`config.mk`:
```
export PLATFORM = sky130hd
export DESIGN_NAME = prime_composite_counter_flat
export DESIGN_NICKNAME = d
export VERILOG_FILES = /design/src/design/pcc_pkg.sv /design/src/design/pcc_if.sv /design/src/design/pcc_rem_unit.sv /design/src/design/pcc_counters.sv /design/src/design/prime_composite_counter.sv /design/src/flat_wrapper.sv
export SDC_FILE = /design/constraint.sdc
export NUM_CORES = 1
export LEC_CHECK = 0
export ABC_CLOCK_PERIOD_IN_PS = 3000
export BUFFER_PORTS_ARGS = -buffer_cell sky130_fd_sc_hd__buf_2
export CORE_ASPECT_RATIO = 0.6
export CORE_MARGIN = 5
export CORE_UTILIZATION = 59
export DETAILED_ROUTE_END_ITERATION = 7
export PLACE_DENSITY_LB_ADDON = 0.12
export SYNTH_ARGS = -nofsm -noshare
export SYNTH_HDL_FRONTEND = slang
export SYNTH_SLANG_ARGS = --single-unit
```
`constraint.sdc`:
```
create_clock -name clk_i -period 3 [get_ports clk_i]
set_input_delay 0.3 -clock clk_i [delete_from_list [all_inputs] [get_ports clk_i]]
set_output_delay 0.3 -clock clk_i [all_outputs]
set_load 0.02 [all_outputs]
```
`src/design/pcc_pkg.sv`:
```
// Shared types and constants of the prime/composite counter.
package pcc_pkg;

  localparam int unsigned VALUE_W = 16;
  localparam int unsigned COUNT_W = 32;

  typedef enum logic [1:0] {
    CLASS_ONE       = 2'd0,
    CLASS_PRIME     = 2'd1,
    CLASS_COMPOSITE = 2'd2,
    CLASS_ZERO      = 2'd3
  } class_e;

  typedef struct packed {
    logic [COUNT_W-1:0] primes;
    logic [COUNT_W-1:0] composites;
    logic [COUNT_W-1:0] ones;
  } counts_t;

  typedef struct packed {
    logic   en;
    class_e cls;
  } bump_t;

  typedef struct packed {
    logic busy;
    logic done;
    logic zero;
  } rem_status_t;

endpackage

```
`src/design/pcc_if.sv`:
```
// Valid/ready stream interfaces for the input and result channels.
interface pcc_in_if;
  logic                        valid;
  logic                        ready;
  logic [pcc_pkg::VALUE_W-1:0] value;

  modport source (output valid, output value, input ready);
  modport sink   (input valid, input value, output ready);
endinterface

interface pcc_out_if;
  logic                        valid;
  logic                        ready;
  logic [1:0]                  number_class;
  logic [pcc_pkg::COUNT_W-1:0] primes_seen;
  logic [pcc_pkg::COUNT_W-1:0] composites_seen;
  logic [pcc_pkg::COUNT_W-1:0] ones_seen;

  modport source (output valid, output number_class, output primes_seen,
                  output composites_seen, output ones_seen, input ready);
  modport sink   (input valid, input number_class, input primes_seen,
                  input composites_seen, input ones_seen, output ready);
endinterface

```
`src/design/pcc_rem_unit.sv`:
```
// Iterative restoring remainder unit, one quotient bit per cycle.
module pcc_rem_unit #(
  parameter int unsigned VB = 16
) (
  input  logic                 clk_i,
  input  logic                 rst_ni,
  input  logic                 start_i,
  input  logic [VB-1:0]        dividend_i,
  input  logic [VB-1:0]        divisor_i,
  output pcc_pkg::rem_status_t status_o
);

  localparam int unsigned CNT_W = $clog2(VB + 1);

  logic [VB-1:0]    rem_q, rem_d;
  logic [VB-1:0]    sh_q, sh_d;
  logic [VB-1:0]    div_q, div_d;
  logic [CNT_W-1:0] cnt_q, cnt_d;
  logic             busy_q, busy_d;
  logic             done_q, done_d;
  logic [VB:0]      trial;
  logic [VB:0]      diff;

  assign trial = {rem_q, sh_q[VB-1]};
  assign diff  = trial - {1'b0, div_q};

  always_comb begin
    rem_d  = rem_q;
    sh_d   = sh_q;
    div_d  = div_q;
    cnt_d  = cnt_q;
    busy_d = busy_q;
    done_d = 1'b0;
    if (start_i) begin
      rem_d  = '0;
      sh_d   = dividend_i;
      div_d  = divisor_i;
      cnt_d  = CNT_W'(VB);
      busy_d = 1'b1;
    end else if (busy_q) begin
      // keep the difference when the trial does not go negative
      rem_d = diff[VB] ? trial[VB-1:0] : diff[VB-1:0];
      sh_d  = {sh_q[VB-2:0], 1'b0};
      cnt_d = cnt_q - CNT_W'(1);
      if (cnt_q == CNT_W'(1)) begin
        busy_d = 1'b0;
        done_d = 1'b1;
      end
    end
  end

  always_ff @(posedge clk_i or negedge rst_ni) begin
    if (!rst_ni) begin
      busy_q <= 1'b0;
      done_q <= 1'b0;
      cnt_q  <= '0;
    end else begin
      busy_q <= busy_d;
      done_q <= done_d;
      cnt_q  <= cnt_d;
    end
  end

  always_ff @(posedge clk_i) begin
    rem_q <= rem_d;
    sh_q  <= sh_d;
    div_q <= div_d;
  end

  assign status_o.busy = busy_q;
  assign status_o.done = done_q;
  assign status_o.zero = (rem_q == '0);

endmodule

```
`src/design/pcc_counters.sv`:
```
// Saturating running counts of primes, composites and ones.
module pcc_counters (
  input  logic             clk_i,
  input  logic             rst_ni,
  input  pcc_pkg::bump_t   bump_i,
  output pcc_pkg::counts_t counts_o
);

  pcc_pkg::counts_t cnt_q, cnt_d;

  function automatic logic [pcc_pkg::COUNT_W-1:0] sat_inc(
    input logic [pcc_pkg::COUNT_W-1:0] c
  );
    return (c == '1) ? c : c + pcc_pkg::COUNT_W'(1);
  endfunction

  always_comb begin
    cnt_d = cnt_q;
    if (bump_i.en) begin
      unique case (bump_i.cls)
        pcc_pkg::CLASS_ONE:       cnt_d.ones       = sat_inc(cnt_q.ones);
        pcc_pkg::CLASS_PRIME:     cnt_d.primes     = sat_inc(cnt_q.primes);
        pcc_pkg::CLASS_COMPOSITE: cnt_d.composites = sat_inc(cnt_q.composites);
        pcc_pkg::CLASS_ZERO:      cnt_d            = cnt_q;
        default:                  cnt_d            = cnt_q;
      endcase
    end
  end

  always_ff @(posedge clk_i or negedge rst_ni) begin
    if (!rst_ni) begin
      cnt_q <= '0;
    end else begin
      cnt_q <= cnt_d;
    end
  end

  assign counts_o = cnt_q;

endmodule

```
`src/design/prime_composite_counter.sv`:
```
// Top level: trial-division primality classifier with running counts.
// Each item is classified as zero, one, prime or composite by trying divisors d = 2, 3, ...
// while d*d does not exceed the value, the square being kept by running addition. Every
// trial is a remainder taken in the bit-serial remainder unit; a prime near 2^16
// tries about 255 divisors, while zero and one skip the trials altogether. The
// block takes one item at a time and is not ready while an item is being tested. The
// result waits in an output register, and the next item is accepted meanwhile. Counts
// saturate at all ones and the result carries them after the update.
module prime_composite_counter #(
  parameter int unsigned VALUE_BITS = 16
) (
  input  logic      clk_i,
  input  logic      rst_ni,
  pcc_in_if.sink    in_i,
  pcc_out_if.source out_o
);

  localparam int unsigned VB = VALUE_BITS;
  localparam int unsigned SQ_W = VB + 2;

  typedef enum logic [1:0] {
    ST_IDLE,
    ST_CHECK,
    ST_WAIT,
    ST_FINISH
  } state_e;

  state_e              state_q;
  logic [VB-1:0]       n_q;
  logic [VB-1:0]       d_q;
  logic [SQ_W-1:0]     sq_q;
  pcc_pkg::class_e     cls_q;
  pcc_pkg::class_e     out_cls_q;
  logic                out_valid_q;

  logic [31:0]         value_ext;
  logic [VB-1:0]       n_in;
  logic                in_fire;
  logic                sq_fits;
  logic                out_load;
  logic                rem_start;
  pcc_pkg::rem_status_t rem_st;
  pcc_pkg::bump_t      bump;
  pcc_pkg::counts_t    counts;

  assign value_ext = 32'(in_i.value);
  assign n_in      = value_ext[VB-1:0];
  assign in_i.ready = (state_q == ST_IDLE);
  assign in_fire   = in_i.valid && in_i.ready;
  assign sq_fits   = (sq_q <= SQ_W'(n_q));
  assign rem_start = (state_q == ST_CHECK) && sq_fits;
  assign out_load  = (state_q == ST_FINISH) && (!out_valid_q || out_o.ready);

  assign bump.en  = out_load;
  assign bump.cls = cls_q;

  pcc_rem_unit #(.VB(VB)) u_rem (
    .clk_i      (clk_i),
    .rst_ni     (rst_ni),
    .start_i    (rem_start),
    .dividend_i (n_q),
    .divisor_i  (d_q),
    .status_o   (rem_st)
  );

  pcc_counters u_counters (
    .clk_i    (clk_i),
    .rst_ni   (rst_ni),
    .bump_i   (bump),
    .counts_o (counts)
  );

  always_ff @(posedge clk_i or negedge rst_ni) begin
    if (!rst_ni) begin
      state_q     <= ST_IDLE;
      d_q         <= VB'(2);
      sq_q        <= SQ_W'(4);
      cls_q       <= pcc_pkg::CLASS_ZERO;
      out_cls_q   <= pcc_pkg::CLASS_ZERO;
      out_valid_q <= 1'b0;
      n_q         <= '0;
    end else begin
      if (out_valid_q && out_o.ready && !out_load) begin
        out_valid_q <= 1'b0;
      end
      unique case (state_q)
        ST_IDLE: begin
          if (in_fire) begin
            n_q  <= n_in;
            d_q  <= VB'(2);
            sq_q <= SQ_W'(4);
            if (n_in == '0) begin
              cls_q   <= pcc_pkg::CLASS_ZERO;
              state_q <= ST_FINISH;
            end else if (n_in == VB'(1)) begin
              cls_q   <= pcc_pkg::CLASS_ONE;
              state_q <= ST_FINISH;
            end else begin
              state_q <= ST_CHECK;
            end
          end
        end
        ST_CHECK: begin
          if (sq_fits) begin
            state_q <= ST_WAIT;
          end else begin
            cls_q   <= pcc_pkg::CLASS_PRIME;
            state_q <= ST_FINISH;
          end
        end
        ST_WAIT: begin
          if (rem_st.done) begin
            if (rem_st.zero) begin
              cls_q   <= pcc_pkg::CLASS_COMPOSITE;
              state_q <= ST_FINISH;
            end else begin
              // advance to the next divisor: (d+1)^2 = d^2 + 2d + 1
              sq_q    <= sq_q + {1'b0, d_q, 1'b1};
              d_q     <= d_q + VB'(1);
              state_q <= ST_CHECK;
            end
          end
        end
        ST_FINISH: begin
          if (out_load) begin
            out_valid_q <= 1'b1;
            out_cls_q   <= cls_q;
            d_q         <= VB'(2);
            state_q     <= ST_IDLE;
          end
        end
        default: state_q <= ST_IDLE;
      endcase
    end
  end

  assign out_o.valid           = out_valid_q;
  assign out_o.number_class    = out_cls_q;
  assign out_o.primes_seen     = counts.primes;
  assign out_o.composites_seen = counts.composites;
  assign out_o.ones_seen       = counts.ones;

  a_rem_start_idle: assert property (@(posedge clk_i) disable iff (!rst_ni)
    rem_start |-> !rem_st.busy)
    else $error("remainder unit restarted while busy");

  a_counts_hold: assert property (@(posedge clk_i) disable iff (!rst_ni)
    out_valid_q && !out_o.ready |=> $stable(counts))
    else $error("counts changed while a result was pending");

  a_divisor_floor: assert property (@(posedge clk_i) disable iff (!rst_ni)
    state_q == ST_CHECK |-> d_q >= VB'(2) && sq_q >= SQ_W'(4))
    else $error("trial divisor below two");

  a_done_in_wait: assert property (@(posedge clk_i) disable iff (!rst_ni)
    rem_st.done |-> state_q == ST_WAIT)
    else $error("remainder result outside wait state");

endmodule

```
`src/flat_wrapper.sv`:
```
// flat-port wrapper written by rule: the top's interface ports become plain ports
module prime_composite_counter_flat 
#(
  parameter int unsigned VALUE_BITS = 16
)
  (clk_i, rst_ni, in_i_valid, in_i_value, in_i_ready, out_o_valid, out_o_number_class, out_o_primes_seen, out_o_composites_seen, out_o_ones_seen, out_o_ready);
  pcc_in_if in_i_i ();
  pcc_out_if out_o_i ();
  input  logic clk_i;
  input  logic rst_ni;
  input wire logic [$bits(in_i_i.valid)-1:0] in_i_valid;
  input wire logic [$bits(in_i_i.value)-1:0] in_i_value;
  output wire logic [$bits(in_i_i.ready)-1:0] in_i_ready;
  output wire logic [$bits(out_o_i.valid)-1:0] out_o_valid;
  output wire logic [$bits(out_o_i.number_class)-1:0] out_o_number_class;
  output wire logic [$bits(out_o_i.primes_seen)-1:0] out_o_primes_seen;
  output wire logic [$bits(out_o_i.composites_seen)-1:0] out_o_composites_seen;
  output wire logic [$bits(out_o_i.ones_seen)-1:0] out_o_ones_seen;
  input wire logic [$bits(out_o_i.ready)-1:0] out_o_ready;
  assign in_i_i.valid = in_i_valid;
  assign in_i_i.value = in_i_value;
  assign in_i_ready = in_i_i.ready;
  assign out_o_valid = out_o_i.valid;
  assign out_o_number_class = out_o_i.number_class;
  assign out_o_primes_seen = out_o_i.primes_seen;
  assign out_o_composites_seen = out_o_i.composites_seen;
  assign out_o_ones_seen = out_o_i.ones_seen;
  assign out_o_i.ready = out_o_ready;
  prime_composite_counter #(.VALUE_BITS(VALUE_BITS)) u_core (.clk_i(clk_i), .rst_ni(rst_ni), .in_i(in_i_i), .out_o(out_o_i));
endmodule
```
==> metrics.txt <==
worst-margin pin slew 0.810 ns; Synth Flop Type dfrtp_1; chip height around 120 um; commonest non-fill, non-tap cell in the layout dfrtp_1; CTS root buf clkbuf_16; fmax 350 MHz; post-synth top area share 34.4%; Final Hold Vio Count 0; Critical Path Sink Type register; critical path's top delay family compound AO/OA/AOI/OAI gates; Setup crit start kind register; worst-path fanout max 6; Area Growth Syn to Fin 14.7%; core box area 18800 um2; initial core utilization about 60%; Detail Route Antenna Nets 0; register area share after synthesis 47.2%; die area approximately 22000 um2; I/O pin total 120; Worst EP arrival 3.11 ns; slew margin rel. 45.9%; Setup Slack @ Placement 0.161 ns; vias in the first global route about 8000; minimum clock period around 2.9 ns; maxcap violations 0; CTS tree done; max incr delay on CP 0.52 ns; Post-synth EDFFs 32; Setup TNS 0 ns; area of the mapped netlist 11200 um2; critical-path cell list ha_1 -> a2111oi_0 -> or2b_1 -> a211oi_1 -> o21a_2 -> buf_4 -> mux2_2; layout cells sized above 1 18.9%; Initial DRT Pass Iterations 5; RSZ-0062 raised after global routing false; H-tree level count 1; most frequent cells in the layout dfrtp_1, buf_2, nand2_1; largest net degree at the start of global routing 75; asr flop ratio synth just under 80%; WL/cell 17.5 um; area leader, netlist dfrtp_1; Crit Path Class register to register; Filler cells ~1500; pwr dens 840 nW/um2; GR Overflow Total 0; largest buffer count on any clock path 3; row count 39; synth warn 0; status finished clean; Leak 6.17 nW; IO buf count 119; Yosys reg bits 208; Clk pin slew, worst setup/hold paths 0.06 ns; Final WS setup 0.139 ns; first-pass GRT wire length 43100 um; CTS buffer count 21; RePlAce Congestion 0.944; critical path required time between 3 and 4 ns; CP max stage cell a2111oi_0; Total Routing Usage GR a little under a quarter; number of antenna violations at the first check in global routing 0; HPWL Detailed around 19000 um; die width 188 um; DR vias just under 9000; post-route DRC violation count 0; Post-Syn Nets 1172; VDD IR-drop max 516 uV; Max Transition Viols Final 0; DRT iter0 DRCs 741; routed wire length 26000 um; CP Buf/Inv Count 1; Hold Crit Class input port to register; clock latency on the worst-skew pair 0.49 ns; Antenna Cells 0; Mapped Cells ~1100; vias per cell 5.85; fin crit share 95.4%; nets 1305; Clock Sinks 208; synth top area cells dfrtp_1, edfxtp_1, xnor2_1; Syn Area/Cell 10.3 um2; post-synthesis cell type count 71; clk_skew 0.00995 ns; # setup viols final 0
metal layers:
layer	up-vias	share of wire, %	global-route usage [%]
met1	4226	52	38.9
met2	250	40	33.0
met4	0	0.90	3.32
li1	4190	-	-
met3	20	7.0	4.78
met5	-	0	0
what timing repair did:
item	CTS	global route
endpoints found under the setup margin	0	3
setup buffers	0	1
hold endpoints to repair	70	0
gates resized for setup	0	1
hold buffers	1	0
Yosys cell counts, types with 4 or more instances:
master,count
nand3_1,57
o21ai_0,30
o22ai_1,4
dfstp_2,6
o2111ai_1,4
mux2_2,38
nor4_1,11
a211oi_1,4
o21a_1,8
nor2_1,69
a31oi_1,7
and2_1,6
xor2_1,38
nand4_1,30
nand2_1,101
edfxtp_1,32
nand2b_1,8
o211ai_1,5
a21o_1,16
and4_1,12
nor2b_1,8
buf_2,5
a311oi_1,12
and3_1,28
or3_1,7
dfxtp_1,16
clkbuf_1,21
nor3_1,28
inv_1,60
xnor2_1,88
a2111oi_0,4
a21oi_1,44
a22o_1,14
dfrtp_1,154
ha_1,58
or2_2,5
logic make-up after synthesis:
group           count (synthesis)  synth area share (%)
xor+xnor                      127                  9.99
fa+ha+maj                      60                  6.83
simple gates                  393                  18.1
compound gates                176                  10.8
mux                            40                  4.00
buf+inv                        88                  3.05
flops                         208                  47.2
area by class of cell:
type                       count  area (um2)  area share (%)
sequential                   208        5290            41.2
tap                          246         308            2.39
timing repair buffer         138         785            6.10
clock inverter                 9        73.8           0.574
inverter                      60         225            1.75
multi-input combinational    796        5580            43.4
clock buffer                  28         592            4.60
worst paths after layout:
path	to	slack, ns	from	depth (start not counted)
setup / recovery	u_core.u_rem.sh_q[1]	0.14	u_core.sq_q[15]	7
hold / removal	u_core.n_q[10]	0.05	in_i_value[10]	2
setup reg to reg	u_core.u_rem.sh_q[1]	0.14	u_core.sq_q[15]	7
hold reg to reg	u_core.u_counters.counts_o[23]	0.48	u_core.u_counters.counts_o[23]	1
max in group asynchronous	u_core.u_counters.counts_o[72]	1.77	rst_ni	3
min in group asynchronous	u_core.u_counters.counts_o[25]	0.38	rst_ni	2
registers in the layout (all words and copies together), names as in the netlist:
signal,count
u_core.n_q,16
u_core.u_rem.rem_q,16
u_core.u_rem.busy_q,1
u_core.out_o.valid,1
u_core.state_q,2
u_core.d_q,16
u_core.cls_q,2
u_core.out_o.number_class,2
u_core.u_counters.counts_o,96
u_core.u_rem.cnt_q,5
u_core.sq_q,18
u_core.u_rem.sh_q,16
u_core.u_rem.div_q,16
u_core.u_rem.done_q,1
per-stage QoR:
stage	instance area, um2	total power (W)	hold WS, ns	util [%]	instances
after detailed placement	12200	0.00820	0.364	64.6	1446
after CTS	12800	0.0108	0.0456	68.2	1484
after floorplan	11200	0.00702	0.00441	-	1092
after global placement	12200	0.00808	0.372	64.6	1446
final	12900	0.0108	0.0492	68.2	1485
after global routing	12900	0.0115	0.0542	68.2	1485
where the power goes:
group	total [W]	internal, W	switching (W)
sequential	0.00407	0.00358	0.000490
clock	0.00256	0.00147	0.00108
combinational	0.00416	0.00173	0.00244
total	0.0108	0.00678	0.00401
worst reg2reg max path, delay by kind of cell, from the launching register on:
| kind | cells | cell delay, ns |
|---|---|---|
| AOI/OAI and AO/OA | 3 | 1.10 |
| DFF | 1 | 0.40 |
| muxes | 1 | 0.34 |
| adders and majority gates | 1 | 0.32 |
| and+or+nand+nor | 1 | 0.27 |
| buffers and inverters | 1 | 0.19 |
Note: power is estimated with default switching activity, not from simulation.
